File: config.mk
export PLATFORM = sky130hd
export DESIGN_NAME = nddi_mul
export DESIGN_NICKNAME = d
export VERILOG_FILES = /design/src/design/assert_macros.svh /design/src/design/nddi_pkg.sv /design/src/design/nddi_mul.sv
export SDC_FILE = /design/constraint.sdc
export NUM_CORES = 2
export LEC_CHECK = 0
export ABC_AREA = 1
export ABC_CLOCK_PERIOD_IN_PS = 12900
export BUFFER_PORTS_ARGS = -buffer_cell sky130_fd_sc_hd__buf_2
export CAP_MARGIN = 30
export CORE_MARGIN = 2
export CORE_UTILIZATION = 40
export DETAILED_ROUTE_END_ITERATION = 8
export PLACE_DENSITY_LB_ADDON = 0.25
export SLEW_MARGIN = 10
export SYNTH_ARGS = -nofsm -noshare
export SYNTH_HDL_FRONTEND = slang
export SYNTH_SLANG_ARGS = --single-unit
File: constraint.sdc
create_clock -name clk -period 12.9 [get_ports clk]
set_input_delay 1.29 -clock clk [delete_from_list [all_inputs] [get_ports clk]]
set_output_delay 1.29 -clock clk [all_outputs]
set_load 0.05 [all_outputs]
File: src/design/assert_macros.svh
// Assertion helpers used by the interpolator top.
`ifndef ASSERT_MACROS_SVH
`define ASSERT_MACROS_SVH

// Same-cycle implication under reset.
`define ASSERT_IMPLIES(label, clk, rst_n, ante, cons) \
    label: assert property (@(posedge clk) disable iff (!rst_n) (ante) |-> (cons)) \
        else $error("assertion failed");

// Next-cycle implication under reset.
`define ASSERT_NEXT(label, clk, rst_n, ante, cons) \
    label: assert property (@(posedge clk) disable iff (!rst_n) (ante) |=> (cons)) \
        else $error("assertion failed");

`endif

File: src/design/nddi_pkg.sv
// ============================================================================
// nddi_pkg: shared types, codes and saturating helpers
// Formats, request and result structs, and sign/magnitude helpers for the
// Newton divided-difference interpolator.
// ============================================================================
package nddi_pkg;

    localparam int MAX_NODES = 16;
    localparam int FRAC_BITS = 16;
    localparam int IFRAC     = 2 * FRAC_BITS;

    localparam logic [63:0] MAG_MAX = 64'h7FFF_FFFF_FFFF_FFFF;

    localparam logic CMD_LOAD = 1'b0;
    localparam logic CMD_EVAL = 1'b1;

    localparam logic [1:0] ST_CONVERGED = 2'd0;
    localparam logic [1:0] ST_NO_CONV   = 2'd1;
    localparam logic [1:0] ST_LOAD_OK   = 2'd2;
    localparam logic [1:0] ST_LOAD_REJ  = 2'd3;

    localparam int          CFG_IDX_W        = 1;
    localparam int          CFG_DATA_W       = 31;
    localparam logic [CFG_IDX_W-1:0] REG_TOLERANCE  = 1'b0;
    localparam logic [CFG_IDX_W-1:0] REG_NODE_COUNT = 1'b1;
    localparam logic [30:0] TOLERANCE_RESET  = 31'd655;
    localparam logic [4:0]  NODE_COUNT_RESET = 5'd1;

    typedef struct packed {
        logic               command;
        logic [3:0]         node_index;
        logic signed [31:0] node_x;
        logic signed [31:0] node_y;
        logic signed [31:0] query_x;
    } req_t;

    typedef struct packed {
        logic signed [31:0] value;
        logic [1:0]         status;
    } rsp_t;

    typedef struct packed {
        logic signed [31:0] x;
        logic signed [31:0] y;
    } node_t;

    typedef struct packed {
        logic               start;
        logic signed [63:0] num;
        logic signed [32:0] den;
    } div_req_t;

    typedef struct packed {
        logic               start;
        logic               wide;
        logic signed [63:0] a;
        logic signed [63:0] b;
    } mul_req_t;

    function automatic logic [63:0] mag64(input logic signed [63:0] v);
        mag64 = v[63] ? 64'(-v) : 64'(v);
    endfunction

    function automatic logic signed [63:0] from_mag(input logic [63:0] mag, input logic neg);
        logic [63:0] m;
        m = mag[63] ? MAG_MAX : mag;
        from_mag = neg ? -$signed(m) : $signed(m);
    endfunction

    function automatic logic signed [63:0] clamp65(input logic signed [64:0] v);
        if (v > $signed({1'b0, MAG_MAX}))
            clamp65 = $signed(MAG_MAX);
        else if (v < -$signed({1'b0, MAG_MAX}))
            clamp65 = -$signed(MAG_MAX);
        else
            clamp65 = v[63:0];
    endfunction

    function automatic logic signed [63:0] sat_add(input logic signed [63:0] a,
                                                   input logic signed [63:0] b);
        sat_add = clamp65($signed({a[63], a}) + $signed({b[63], b}));
    endfunction

    function automatic logic signed [63:0] sat_sub(input logic signed [63:0] a,
                                                   input logic signed [63:0] b);
        sat_sub = clamp65($signed({a[63], a}) - $signed({b[63], b}));
    endfunction

endpackage

File: src/design/nddi_mul.sv
// ============================================================================
// nddi_mul: sequential saturating multiplier
// 64 by 64 bit sign/magnitude product from four 32 by 32 partial products,
// shifted right by FRAC_BITS or by twice that, truncated and saturated.
// ============================================================================
module nddi_mul (
    input  logic                clk,
    input  logic                rst_n,
    input  nddi_pkg::mul_req_t  req,
    output logic                done,
    output logic signed [63:0]  res
);

    localparam int SH0 = nddi_pkg::FRAC_BITS;
    localparam int SH1 = nddi_pkg::IFRAC;

    logic               busy_reg, busy_next;
    logic               fin_reg, fin_next;
    logic               done_reg, done_next;
    logic [63:0]        xm_reg, xm_next;
    logic [63:0]        ym_reg, ym_next;
    logic               neg_reg, neg_next;
    logic               wide_reg, wide_next;
    logic [1:0]         cnt_reg, cnt_next;
    logic [127:0]       acc_reg, acc_next;
    logic signed [63:0] res_reg, res_next;
    logic [31:0]        xs, ys;
    logic [63:0]        pp;
    logic [6:0]         pp_sh;
    logic               ovf;
    logic [63:0]        r;

    always_comb
    begin
        busy_next = busy_reg;
        fin_next  = fin_reg;
        done_next = 1'b0;
        xm_next   = xm_reg;
        ym_next   = ym_reg;
        neg_next  = neg_reg;
        wide_next = wide_reg;
        cnt_next  = cnt_reg;
        acc_next  = acc_reg;
        res_next  = res_reg;
        xs        = cnt_reg[0] ? xm_reg[63:32] : xm_reg[31:0];
        ys        = cnt_reg[1] ? ym_reg[63:32] : ym_reg[31:0];
        pp        = 64'(xs) * 64'(ys);
        pp_sh     = {(2'(cnt_reg[0]) + 2'(cnt_reg[1])), 5'd0};
        if (wide_reg)
        begin
            ovf = |acc_reg[127:64+SH1];
            r   = acc_reg[63+SH1:SH1];
        end
        else
        begin
            ovf = |acc_reg[127:64+SH0];
            r   = acc_reg[63+SH0:SH0];
        end
        if (req.start)
        begin
            xm_next   = nddi_pkg::mag64(req.a);
            ym_next   = nddi_pkg::mag64(req.b);
            neg_next  = req.a[63] ^ req.b[63];
            wide_next = req.wide;
            cnt_next  = '0;
            acc_next  = '0;
            busy_next = 1'b1;
        end
        else if (busy_reg)
        begin
            acc_next = acc_reg + (128'(pp) << pp_sh);
            cnt_next = cnt_reg + 1'b1;
            if (cnt_reg == 2'd3)
            begin
                busy_next = 1'b0;
                fin_next  = 1'b1;
            end
        end
        else if (fin_reg)
        begin
            fin_next  = 1'b0;
            res_next  = nddi_pkg::from_mag(ovf ? nddi_pkg::MAG_MAX : r, neg_reg);
            done_next = 1'b1;
        end
    end

    always_ff @(posedge clk or negedge rst_n)
    begin
        if (!rst_n)
        begin
            busy_reg <= 1'b0;
            fin_reg  <= 1'b0;
            done_reg <= 1'b0;
        end
        else
        begin
            busy_reg <= busy_next;
            fin_reg  <= fin_next;
            done_reg <= done_next;
        end
    end

    always_ff @(posedge clk)
    begin
        xm_reg   <= xm_next;
        ym_reg   <= ym_next;
        neg_reg  <= neg_next;
        wide_reg <= wide_next;
        cnt_reg  <= cnt_next;
        acc_reg  <= acc_next;
        res_reg  <= res_next;
    end

    assign done = done_reg;
    assign res  = res_reg;

endmodule

==> parameters.txt <==
Parameter                              Value

Run status
  Status    finished, final reports clean

Critical path
  Type of the setup path with the least slack    register to register
  Worst EP arrival    12.98 ns
  Crit-path slowest cell    sky130_fd_sc_hd__dfxtp_2
  Launching element type of the critical path    register
  Worst reg2reg endpoint    acc_reg[116]
  Required @ worst endpoint    13.44 ns
  Reg2Reg Setup Slack    0.47 ns
  Endpoint kind of the worst setup timing path    register
  Maximum net fanout on the critical path    27
  Most frequent CP cell    sky130_fd_sc_hd__fa_1
  Start of the worst register-to-register path    cnt_reg[0]
  Number of cells on the worst reg-to-reg path    45
  Slowest cell delay on critical path    0.67 ns

GRT
  Antenna violations before repair    35
  Grt ovf    0
  Pin count of the biggest net entering global routing    84
  Wire length of the first global-routing pass    431800 um
  Total Routing Usage GR    36.73%
  Vias in the first global route    62180

Logic synthesis
  Flops & latches, synth    327
  Most common flop cell mapped by yosys    sky130_fd_sc_hd__edfxtp_1
  Post-synth cell types    61
  Number of synthesized flops with an enable pin    194
  Synth async-reset ratio    0.9174%
  Seq/Total Area, Yosys    13.31%
  Synth Warn #    0
  Per-instance average area after synthesis    7.055 um^2
  Post-Syn Area    63880 um^2
  Cells after Synth    9055
  Post-synth net total    10480

Clock network
  Clock tree from TritonCTS    yes
  Clock slew at reported path FFs    0.06 ns
  H-tree level count    2
  Clk sink count    327
  Hold-fix buffer count after cts    0
  Clock Tree Buf Depth    3
  Clock buffers created by TritonCTS    46
  CTS root buffer    sky130_fd_sc_hd__clkbuf_16
  Clk_lat worst skew    0.66 ns

Finish
  Count of non-filler cells in the finished layout    11330
  Finished Core Util    43.98%
  Commonest non-fill, non-tap cells in the layout    sky130_fd_sc_hd__inv_1, sky130_fd_sc_hd__nand2_1, sky130_fd_sc_hd__nor2_1
  Fraction of final layout cells sized beyond drive strength 1    6.996%
  Area growth syn-to-layout    9.164%
  Most common cell after layout, fill and taps aside    sky130_fd_sc_hd__inv_1
  Final-stage net count    10630
  Largest register FFs    128

Placement
  Pre-CTS WS    0.7597 ns
  Hpwl dp    255700 um
  Global placement routability congestion    1.097
  Number of buffers inserted by port buffering    196
  Count of placed standard cells including taps    11230

STA
  Setup skew after layout    0.05045 ns
  Minimum clock period    12.43 ns
  Post-route setup slack    0.4656 ns
  Transition time at the pin with the least slew margin    1.062 ns
  Final period util    96.39%
  Fmax    0.08042 GHz
  Max Transition Viols Final    0
  Unrepaired setup endpoints after global routing    no
  Final setup violating endpoints    0
  Relative max-transition margin    29.14%
  Final Hold Violating Endpoints    0
  Setup TNS after final layout    0 ns

Worst hold path
  Endpoint with the worst hold slack    acc_reg[0]
  Worst hold path depth    2
  HP Start    acc_reg[0]
  Worst min path class    register to register

Drt
  Number of search-and-repair iterations in the first detailed-routing pass    6
  Routed wire length per instance    26.50 um
  Number of remaining DRC errors    0
  Number of vias after detailed routing    62900
  Residual antenna-violating net count after detailed routing    0
  Count of routing violations after the opening detailed-route iteration    7733
  Final WL    300200 um
  Via-per-instance ratio    5.553

Floorplan
  Effective utilization at floorplan    40.29%
  Number of I/O pins    197
  Die area    162900 um^2
  Die Width    403.6 um
  Core Footprint    158600 um^2
  Die Y-Extent    403.6 um
  Cell row count    146

Run
  Max Cap Violations    0
## how the worst max path moves through the flow
stage,start,to,slack (ns),cells past startpoint
final,cnt_reg[0],acc_reg[116],0.47,45
after global routing,cnt_reg[1],acc_reg[86],0.24,42
after CTS,cnt_reg[1],acc_reg[118],0.75,43
after floorplan,cnt_reg[0],acc_reg[116],3.76,47
after global placement,cnt_reg[0],acc_reg[118],0.02,44
after detailed placement,cnt_reg[1],acc_reg[118],0.76,43
## synthesized netlist by cell type (35+ instances only)
cell type	number	share of area (%)
sky130_fd_sc_hd__xnor2_1	86	1.2
sky130_fd_sc_hd__or2_2	50	0.49
sky130_fd_sc_hd__xor2_1	179	2.5
sky130_fd_sc_hd__nand4_1	62	0.61
sky130_fd_sc_hd__inv_1	1892	11
sky130_fd_sc_hd__dfxtp_1	130	4.1
sky130_fd_sc_hd__nand3_1	257	2.0
sky130_fd_sc_hd__nand2_1	1779	10
sky130_fd_sc_hd__o21ai_0	504	3.9
sky130_fd_sc_hd__ha_1	394	7.7
sky130_fd_sc_hd__nor2_1	1503	8.8
sky130_fd_sc_hd__clkbuf_1	226	1.3
sky130_fd_sc_hd__o21ai_1	49	0.38
sky130_fd_sc_hd__nor4_1	35	0.34
sky130_fd_sc_hd__fa_1	897	28
sky130_fd_sc_hd__nor3_1	86	0.67
sky130_fd_sc_hd__a21oi_1	364	2.9
sky130_fd_sc_hd__o21bai_1	54	0.63
sky130_fd_sc_hd__edfxtp_1	194	9.1
## metrics by stage
stage	instance area [um^2]	hold WS, ns
2_1_floorplan	63880	0.4253
4_1_cts	69640	0.4557
6_report	69740	0.4583
3_5_place_dp	68040	0.4483
5_1_grt	69720	0.4668
3_3_place_gp	67870	0.4344
## metal layers
layer	vias up	routed length, um	GRT usage, %	part of all wire (%)
met5	-	206	0.2081	0.069
li1	27880	-	-	-
met4	30	9688	10.53	3.2
met1	31220	132100	52.88	44
met2	3280	120700	51.99	40
met3	484	37420	12.18	12
## kinds of logic (layout without fill, tap and decap cells)
kind of cell / after synthesis / after routing / synth area share [%]
other cells: 0 / 7 / 0
fa+ha+maj: 1291 / 1291 / 35.83
simple gates: 3864 / 3864 / 24.81
compound gates: 1101 / 1101 / 9.325
xor+xnor: 265 / 265 / 3.633
buf+inv: 2207 / 2400 / 13.10
flops: 327 / 327 / 13.31
## worst max-delay path, delay by kind of cell (launching register included)
family          cells  cell delay (ns)
flops               1             0.67
simple gates       17             2.86
buf+inv            12             2.30
fa+ha+maj          10             4.80
xor+xnor            1             0.21
compound gates      5             1.50
## timing repair
item | in CTS | in global routing
gates resized for setup | 0 | 3
buffers inserted | 0 | 0
endpoints found under the setup margin | 0 | 3
## cell type report
class,instances,area (um^2)
clock buffer,53,1219
inverter,1934,7268
timing repair buffer,380,2497
fill,16720,88830
antenna,7,17.52
sequential,327,8507
multi-input combinational,6521,47260
clock inverter,33,377.9
tap,2072,2592
Power is not shown: default switching activity piles up to over one toggle a cycle in this logic, so the estimate is an artifact.
