File: config.mk
export PLATFORM = sky130hd
export DESIGN_NAME = nddi_div
export DESIGN_NICKNAME = d
export VERILOG_FILES = /design/src/design/assert_macros.svh /design/src/design/nddi_pkg.sv /design/src/design/nddi_div.sv
export SDC_FILE = /design/constraint.sdc
export NUM_CORES = 1
export LEC_CHECK = 0
export ABC_CLOCK_PERIOD_IN_PS = 3250
export BUFFER_PORTS_ARGS = -buffer_cell sky130_fd_sc_hd__buf_4
export CAP_MARGIN = 10
export CORE_AREA = 5 5 177 179
export DETAILED_ROUTE_END_ITERATION = 8
export DIE_AREA = 0 0 182 184
export PLACE_DENSITY = 0.76
export SLEW_MARGIN = 20
export SYNTH_ARGS = -nofsm -noshare
export SYNTH_HDL_FRONTEND = slang
export SYNTH_SLANG_ARGS = --single-unit
File: constraint.sdc
create_clock -name clk -period 3.25 [get_ports clk]
set_input_delay 0 -clock clk [delete_from_list [all_inputs] [get_ports clk]]
set_output_delay 0 -clock clk [all_outputs]
set_load 0.01 [all_outputs]
File: src/design/assert_macros.svh
// Assertion helpers used by the interpolator top.
`ifndef ASSERT_MACROS_SVH
`define ASSERT_MACROS_SVH

// Same-cycle implication under reset.
`define ASSERT_IMPLIES(label, clk, rst_n, ante, cons) \
    label: assert property (@(posedge clk) disable iff (!rst_n) (ante) |-> (cons)) \
        else $error("assertion failed");

// Next-cycle implication under reset.
`define ASSERT_NEXT(label, clk, rst_n, ante, cons) \
    label: assert property (@(posedge clk) disable iff (!rst_n) (ante) |=> (cons)) \
        else $error("assertion failed");

`endif

File: src/design/nddi_pkg.sv
// ============================================================================
// nddi_pkg: shared types, codes and saturating helpers
// Formats, request and result structs, and sign/magnitude helpers for the
// Newton divided-difference interpolator.
// ============================================================================
package nddi_pkg;

    localparam int MAX_NODES = 16;
    localparam int FRAC_BITS = 16;
    localparam int IFRAC     = 2 * FRAC_BITS;

    localparam logic [63:0] MAG_MAX = 64'h7FFF_FFFF_FFFF_FFFF;

    localparam logic CMD_LOAD = 1'b0;
    localparam logic CMD_EVAL = 1'b1;

    localparam logic [1:0] ST_CONVERGED = 2'd0;
    localparam logic [1:0] ST_NO_CONV   = 2'd1;
    localparam logic [1:0] ST_LOAD_OK   = 2'd2;
    localparam logic [1:0] ST_LOAD_REJ  = 2'd3;

    localparam int          CFG_IDX_W        = 1;
    localparam int          CFG_DATA_W       = 31;
    localparam logic [CFG_IDX_W-1:0] REG_TOLERANCE  = 1'b0;
    localparam logic [CFG_IDX_W-1:0] REG_NODE_COUNT = 1'b1;
    localparam logic [30:0] TOLERANCE_RESET  = 31'd655;
    localparam logic [4:0]  NODE_COUNT_RESET = 5'd1;

    typedef struct packed {
        logic               command;
        logic [3:0]         node_index;
        logic signed [31:0] node_x;
        logic signed [31:0] node_y;
        logic signed [31:0] query_x;
    } req_t;

    typedef struct packed {
        logic signed [31:0] value;
        logic [1:0]         status;
    } rsp_t;

    typedef struct packed {
        logic signed [31:0] x;
        logic signed [31:0] y;
    } node_t;

    typedef struct packed {
        logic               start;
        logic signed [63:0] num;
        logic signed [32:0] den;
    } div_req_t;

    typedef struct packed {
        logic               start;
        logic               wide;
        logic signed [63:0] a;
        logic signed [63:0] b;
    } mul_req_t;

    function automatic logic [63:0] mag64(input logic signed [63:0] v);
        mag64 = v[63] ? 64'(-v) : 64'(v);
    endfunction

    function automatic logic signed [63:0] from_mag(input logic [63:0] mag, input logic neg);
        logic [63:0] m;
        m = mag[63] ? MAG_MAX : mag;
        from_mag = neg ? -$signed(m) : $signed(m);
    endfunction

    function automatic logic signed [63:0] clamp65(input logic signed [64:0] v);
        if (v > $signed({1'b0, MAG_MAX}))
            clamp65 = $signed(MAG_MAX);
        else if (v < -$signed({1'b0, MAG_MAX}))
            clamp65 = -$signed(MAG_MAX);
        else
            clamp65 = v[63:0];
    endfunction

    function automatic logic signed [63:0] sat_add(input logic signed [63:0] a,
                                                   input logic signed [63:0] b);
        sat_add = clamp65($signed({a[63], a}) + $signed({b[63], b}));
    endfunction

    function automatic logic signed [63:0] sat_sub(input logic signed [63:0] a,
                                                   input logic signed [63:0] b);
        sat_sub = clamp65($signed({a[63], a}) - $signed({b[63], b}));
    endfunction

endpackage

File: src/design/nddi_div.sv
// ============================================================================
// nddi_div: serial fractional divider
// Restoring division, one quotient bit a cycle, giving (num << FRAC_BITS) / den
// truncated toward zero and saturated.
// ============================================================================
module nddi_div (
    input  logic                clk,
    input  logic                rst_n,
    input  nddi_pkg::div_req_t  req,
    output logic                done,
    output logic signed [63:0]  quo
);

    localparam int STEPS = 64 + nddi_pkg::FRAC_BITS;
    localparam int CW    = $clog2(STEPS);

    logic               busy_reg, busy_next;
    logic               fin_reg, fin_next;
    logic               done_reg, done_next;
    logic [63:0]        nm_reg, nm_next;
    logic [32:0]        dm_reg, dm_next;
    logic [32:0]        rem_reg, rem_next;
    logic [63:0]        q_reg, q_next;
    logic               ovf_reg, ovf_next;
    logic               neg_reg, neg_next;
    logic [CW-1:0]      cnt_reg, cnt_next;
    logic signed [63:0] quo_reg, quo_next;
    logic [33:0]        rem_sh;
    logic [33:0]        rem_diff;
    logic               ge;

    always_comb
    begin
        busy_next = busy_reg;
        fin_next  = fin_reg;
        done_next = 1'b0;
        nm_next   = nm_reg;
        dm_next   = dm_reg;
        rem_next  = rem_reg;
        q_next    = q_reg;
        ovf_next  = ovf_reg;
        neg_next  = neg_reg;
        cnt_next  = cnt_reg;
        quo_next  = quo_reg;
        rem_sh    = {rem_reg, nm_reg[63]};
        ge        = rem_sh >= {1'b0, dm_reg};
        rem_diff  = rem_sh - {1'b0, dm_reg};
        if (req.start)
        begin
            neg_next = req.num[63] ^ req.den[32];
            nm_next  = nddi_pkg::mag64(req.num);
            dm_next  = req.den[32] ? 33'(-req.den) : 33'(req.den);
            rem_next = '0;
            q_next   = '0;
            ovf_next = 1'b0;
            cnt_next = '0;
            if (req.num == '0)
            begin
                quo_next  = '0;
                done_next = 1'b1;
            end
            else if (req.den == '0)
            begin
                quo_next  = nddi_pkg::from_mag(nddi_pkg::MAG_MAX, req.num[63]);
                done_next = 1'b1;
            end
            else
            begin
                busy_next = 1'b1;
            end
        end
        else if (busy_reg)
        begin
            nm_next  = {nm_reg[62:0], 1'b0};
            ovf_next = ovf_reg | (|q_reg[63:62]);
            q_next   = {q_reg[62:0], ge};
            rem_next = ge ? rem_diff[32:0] : rem_sh[32:0];
            cnt_next = cnt_reg + 1'b1;
            if (cnt_reg == CW'(STEPS - 1))
            begin
                busy_next = 1'b0;
                fin_next  = 1'b1;
            end
        end
        else if (fin_reg)
        begin
            fin_next  = 1'b0;
            quo_next  = nddi_pkg::from_mag(ovf_reg ? nddi_pkg::MAG_MAX : q_reg, neg_reg);
            done_next = 1'b1;
        end
    end

    always_ff @(posedge clk or negedge rst_n)
    begin
        if (!rst_n)
        begin
            busy_reg <= 1'b0;
            fin_reg  <= 1'b0;
            done_reg <= 1'b0;
        end
        else
        begin
            busy_reg <= busy_next;
            fin_reg  <= fin_next;
            done_reg <= done_next;
        end
    end

    always_ff @(posedge clk)
    begin
        nm_reg  <= nm_next;
        dm_reg  <= dm_next;
        rem_reg <= rem_next;
        q_reg   <= q_next;
        ovf_reg <= ovf_next;
        neg_reg <= neg_next;
        cnt_reg <= cnt_next;
        quo_reg <= quo_next;
    end

    assign done = done_reg;
    assign quo  = quo_reg;

endmodule

==> results of run 1 <==
-- layout make-up --
| class | instances | area (µm²) |
|---|---|---|
| fill | 2091 | 9090 |
| multi-input combinational | 1256 | 8262 |
| sequential | 270 | 7046 |
| timing repair buffer | 379 | 3364 |
| clock buffer | 40 | 812.0 |
| tap | 390 | 488.0 |
| inverter | 52 | 197.7 |
| clock inverter | 12 | 135.1 |
| antenna | 3 | 7.507 |
-- layer usage --
layer / vias to the layer above / GRT usage (%) / share of wire [%]
li1: 6708 / - / -
met1: 6667 / 30.32 / 41
met2: 593 / 41.09 / 49
met3: 111 / 3.740 / 7.2
met4: 0 / 7.866 / 3.1
met5: - / 0 / 0
-- metrics by stage --
| step | util, % | instances |
|---|---|---|
| CTS | 67.73 | 2395 |
| detailed placement | 60.14 | 2218 |
| global placement | 60.14 | 2218 |
| finish | 69.08 | 2402 |
| floorplan | - | 1675 |
| global route | 69.07 | 2400 |
-- power by group through the flow --
stage          logic, µW  clock network (µW)  registers, µW
6_report            4680                3250           4290
5_1_grt             5180                3450           4320
4_1_cts             4390                3310           4270
3_5_place_dp        4170                   0           4340
3_3_place_gp        4090                   0           4330
2_1_floorplan       3120                   0           4270
-- critical path: stages --
cell	delay [ns]
dlygate4sd3_1	0.61
or3_4	0.42
or3_4	0.39
or3_4	0.38
or3_4	0.42
inv_4	0.08
nand4_4	0.12
nor4b_4	0.41
or3b_4	0.38
clkbuf_16	0.22
o21ai_1	0.08
-- how the worst max path moves through the flow --
stage	from	to	slack (ns)	cells past startpoint
finish	req[51]	quo[17]	-0.01	11
global route	nm_reg[63]	rem_reg[22]	-0.09	15
CTS	q_reg[21]	quo[62]	-0.01	9
detailed placement	q_reg[21]	quo[63]	-0.13	10
global placement	q_reg[21]	quo[63]	-0.08	10
floorplan	ovf_reg	quo[62]	0.01	12
-- placed cells by master, fill, tap and decap left out, drive strengths merged, types with 26 or more instances in the layout --
| cell type | synthesis | routed |
|---|---|---|
| inv | 52 | 53 |
| o21ai | 144 | 144 |
| or3 | 43 | 43 |
| a21oi | 114 | 114 |
| o31ai | 35 | 35 |
| edfxtp | 162 | 162 |
| nor3 | 48 | 48 |
| nand2b | 26 | 26 |
| clkbuf | 68 | 44 |
| nand2 | 95 | 96 |
| xor2 | 86 | 86 |
| nor2 | 246 | 246 |
| ha | 38 | 38 |
| mux2i | 73 | 73 |
| a211oi | 48 | 48 |
| dfxtp | 105 | 105 |
| xnor2 | 76 | 76 |
| buf | 30 | 250 |
| dlygate4sd3 | 0 | 121 |
-- logic make-up after synthesis --
kind of cell	Yosys count	share of synthesized area, %
buffers and inverters	150	3.973
AND/OR/NAND/NOR	554	16.93
flip-flops	270	45.08
AO/OA/AOI/OAI	422	16.73
adder cells (fa/ha/maj)	39	3.172
XOR/XNOR	162	9.084
multiplexers	78	5.038
-- timing repair --
item,4_1_cts,5_1_grt
resized for setup,9,65
gates cloned,0,8
hold buffers,125,0
pin swaps,1,21
buffers inserted,0,4
setup endpoints to repair,37,165
endpoints found under the hold margin,139,0
==> summary.md, run 1 <==
| Metric | Value |
|---|---|
| Status | `finished, violations left` |
| Failing checks | `negative setup slack` |
| Crit-path max FO | `8` |
| Worst R2R Path Depth | `10` |
| Post-Syn Nets | `1814` |
| Gate Count Post-Synth | `1675` |
| Post-DP HPWL | `25810 µm` |
| Core area | `0.02940 mm²` |
| Clock transition at path regs | `0.07 ns` |
| Final nets | `2126` |
| Internal power | `8112 µW` |
| Sink Count | `270` |
| Vias in the first global route | `13670` |
| Min-Delay Path Class | `in -> reg` |
| Maximum vdd drop | `347.2 µV` |
| Fin worst setup slack | `-0.009608 ns` |
| Fmax | `306.8 MHz` |
| Seq pwr share | `35.1%` |
| Hold WS | `0.03008 ns` |
| Yosys top cell area share | `31.14%` |
| # IOs | `165` |
| Final WL | `43120 µm` |
| RSZ-0062 raised after global routing | `true` |
| Final max-slew violation count | `0` |
| Die Wd | `182 µm` |
| Hold path depth | `4` |
| Die Span Y | `184 µm` |
| Row cnt | `63` |
| Slew @ Worst Pin | `0.7651 ns` |
| RePlAce Congestion | `0.9125` |
| CTS tree | `built` |
| Hold endpoint | `nm_reg[39]` |
| Pin count of the biggest net entering global routing | `137` |
| Routed length per instance | `17.95 µm` |
| Number of max-cap violations | `0` |
| RR Startpoint | `ovf_reg` |
| Share of layout cells above drive strength 1 | `19.16%` |
| Most frequent cells after synthesis | `nor2_1, edfxtp_1, a21oi_1, dfxtp_1, nand2_1` |
| Leak Pwr | `0.008664 µW` |
| Critical path class | `in -> reg` |
| Total power draw | `12210 µW` |
| Worst hold start | `req[71]` |
| Worst setup EP type | `flip-flop` |
| R2r setup slk | `0.11 ns` |
| IO buf count | `164` |
| Via-to-Cell Ratio | `5.861` |
| Initial Util | `53.13%` |
| Clock Tree Root | `clkbuf_16` |
| Crit share post-route | `100.3%` |
| Post-synth top area cell | `edfxtp_1` |
| Worst-skew pair later-pin latency | `0.56 ns` |
| Antenna violations before repair | `1` |
| Hold Fails Final Rpt | `0` |
| First-pass GRT wire length | `66960 µm` |
| Crit path time final | `3.260 ns` |
| Main synth FF type | `edfxtp_1` |
| Area of the die | `0.03349 mm²` |
| Vias post-DR | `14080` |
| CP Launch Type | `primary input` |
| Final instance area | `0.02031 mm²` |
| Switching share of power | `33.57%` |
| Dpl ws | `-0.1305 ns` |
| Post-synthesis async set-or-reset flop share | `1.111%` |
| Synth unique cells | `73` |
| Comb pwr share | `38.3%` |
| Req. time, crit path | `3.52 ns` |
| Initial DRC Count | `1300` |
| Yosys reg bits | `270` |
| Synth Cell Area | `0.01562 mm²` |
| Setup TNS | `-0.02522 ns` |
| Drc violations | `0` |
| Antenna-violating nets left | `0` |
| CP arrival | `3.53 ns` |
| Clock group share of total power | `26.6%` |
| Worst reg2reg endpoint | `quo[62]` |
| H-tree depth | `1` |
| CTS Buffer Depth | `3` |
| Seq/Total Area, Yosys | `45.08%` |
| EDFF count, synth | `162` |
| Placed instance area | `0.01768 mm²` |
| Most instantiated library cell after synthesis | `nor2_1` |
| Ranking of synthesized cells by area | `edfxtp_1, dfxtp_1, nor2_1` |
| Worst slew margin | `49.00%` |
| GRT Util Overall | `23.65%` |
| P&R area growth vs syn | `30.04%` |
| P_sw | `4100 µW` |
| Pwr dens | `601.2 mW/mm²` |
| Synth warn | `0` |
| GRT overflow | `0` |
| Synth Area per Inst | `9.325 µm²` |
| Clk_skew | `0.01295 ns` |
| First-pass iteration count of the detailed router | `6` |
| Final setup fails | `12` |
| Total CTS buffers | `28` |
Note: power is estimated with default switching activity, not from simulation.
==> inputs of run 2 (changes only) <==
- RECOVER_POWER: default -> 100
==> summary.md, run 2 (synthesis gave the netlist of run 1 again) <==
| Metric | Value |
|---|---|
| Drc violations | `0` |
| Fillcell total | `2093` |
| Worst slew margin | `49.03%` |
| Crit path to | `quo[18]` |
| Leak Pwr | `0.008660 µW` |
| Worst reg2reg endpoint | `quo[62]` |
| Core area | `0.02940 mm²` |
| Die Wd | `182 µm` |
| Via-to-Cell Ratio | `5.869` |
| CP peak stage delay | `0.61 ns` |
| Clk_skew | `0.01284 ns` |
| Most frequent cells in the layout | `nor2_1, buf_4, edfxtp_1, dlygate4sd3_1, a21oi_1` |
| Total stage count of the critical path | `11` |
| Failing checks | `negative setup slack` |
| Critical Path Start | `req[51]` |
| Clock transition at path regs | `0.06 ns` |
| Area of the die | `0.03349 mm²` |
| RePlAce Congestion | `0.9125` |
| Min-Delay Path Class | `in -> reg` |
| Fin worst setup slack | `-0.0001767 ns` |
| Layout Utilization | `69.07%` |
| GRT Util Overall | `23.65%` |
| Most common cell after layout, fill and taps aside | `nor2_1` |
| Pwr dens | `601.0 mW/mm²` |
| Antenna-violating nets left | `0` |
| RSZ-0062 raised after global routing | `true` |
| R2r setup slk | `0.11 ns` |
| Sink Count | `270` |
| Antenna violations before repair | `1` |
| Number of max-cap violations | `0` |
| Slew @ Worst Pin | `0.7646 ns` |
| Post-DP HPWL | `25810 µm` |
| Row cnt | `63` |
| CP max-delay cell | `dlygate4sd3_1` |
| Initial DRC Count | `1283` |
| Worst path buffer plus inverter count | `3` |
| Die Span Y | `184 µm` |
| Critical path class | `in -> reg` |
| Crit share post-route | `100.0%` |
| P&R area growth vs syn | `30.01%` |
| Hold Fails Final Rpt | `0` |
| CP Cell Sequence | `dlygate4sd3_1 > or3_4 > or3_4 > or3_4 > or3_4 > inv_4 > nand4_4 > nor4b_4 > or3b_4 > clkbuf_16 > o21ai_1` |
| Vias in the first global route | `13670` |
| GRT overflow | `0` |
| CTS tree | `built` |
| Status | `finished, violations left` |
| Placed instance area | `0.01768 mm²` |
| Fmax | `307.7 MHz` |
| First-pass iteration count of the detailed router | `5` |
| Share of layout cells above drive strength 1 | `19.11%` |
| Crit path time final | `3.250 ns` |
| Clock Tree Root | `clkbuf_16` |
| First-pass GRT wire length | `66960 µm` |
| # IOs | `165` |
| Final instance area | `0.02031 mm²` |
| Placed cells | `2218` |
| Final nets | `2126` |
| Vias post-DR | `14100` |
| CTS Buffer Depth | `3` |
| Worst R2R Path Depth | `10` |
| CP Launch Type | `primary input` |
| Crit-path max FO | `8` |
| RR Startpoint | `ovf_reg` |
| Routed length per instance | `17.92 µm` |
| H-tree depth | `1` |
| Crit-path most repeated cell | `or3_4` |
| Req. time, crit path | `3.52 ns` |
| Worst-skew pair later-pin latency | `0.56 ns` |
| Worst setup EP type | `flip-flop` |
| IO buf count | `164` |
| Final setup fails | `1` |
| Initial Util | `53.13%` |
| Total CTS buffers | `28` |
| Finished Layout Cells | `2402` |
| Cell family with most CP delay | `simple AND/OR/NAND/NOR gates` |
| Final max-slew violation count | `0` |
| Pin count of the biggest net entering global routing | `137` |
| Final WL | `43050 µm` |
| CP arrival | `3.52 ns` |
| Maximum vdd drop | `347.6 µV` |
==> run 2: cell types whose count changed in the layout (fill, tap and decap cells not counted) <==
cell / before / now
buf_4: 236 / 234
clkbuf_1: 7 / 8
clkbuf_4: 1 / 2
==> run 2: worst min path at each step <==
stage | from | to | cells after the start
after CTS | req[61] | nm_reg[29] | 4
final | req[71] | nm_reg[39] | 4
after detailed placement | rst_n | fin_reg | 1
after floorplan | rst_n | busy_reg | 0
after global placement | rst_n | fin_reg | 1
after global routing | req[61] | nm_reg[29] | 4
==> run 2: metrics by stage <==
stage          setup WS [ns]  hold slack (ns)  power [µW]  setup TNS, ns
2_1_floorplan        0.01028          -0.2956        7387              0
3_3_place_gp        -0.07771          -0.2072        8419         -2.558
3_5_place_dp         -0.1305          -0.2048        8505         -12.99
4_1_cts             -0.01267         0.009758       11970       -0.01435
5_1_grt             -0.08892          0.06778       12950         -3.610
6_report          -0.0001767          0.03341       12210     -0.0001767
==> run 2: layer usage <==
metal / global-route usage [%] / wire (µm)
met5: 0 / 0
met4: 7.866 / 1280
met3: 3.740 / 3100
met2: 41.09 / 20950
met1: 30.32 / 17720
==> run 2: repair_timing <==
| item | in CTS | in global routing |
|---|---|---|
| gates cloned | 0 | 8 |
| hold buffers | 125 | 0 |
| hold endpoints to repair | 139 | 0 |
| endpoints found under the setup margin | 37 | 165 |
| setup buffers | 0 | 4 |
| resized for setup | 9 | 65 |
| pin swaps | 1 | 21 |
==> run 2: tightest hold or removal path, cell delays in order <==
cell and delay (ns):
buf_4 0.09, o31ai_1 0.10, xor2_1 0.14, a21oi_1 0.08
==> run 2: layout make-up <==
cell class,count,area [µm²],share of cell area [%]
well taps,390,488.0,2.403
flip-flops and latches,270,7046,34.69
repair buffers,379,3361,16.55
multi-input cells,1256,8262,40.68
clock buffers,40,812.0,3.999
clock inverters,12,135.1,0.6654
inverters,52,197.7,0.9734
diodes,3,7.507,0.03697
==> run 2: report_power, final <==
part	switching (µW)	leakage, µW	internal [µW]
combinational	2520	0.00574	2160
clock	1340	0.000470	1910
sequential	241	0.00246	4050
total	4090	0.00866	8110
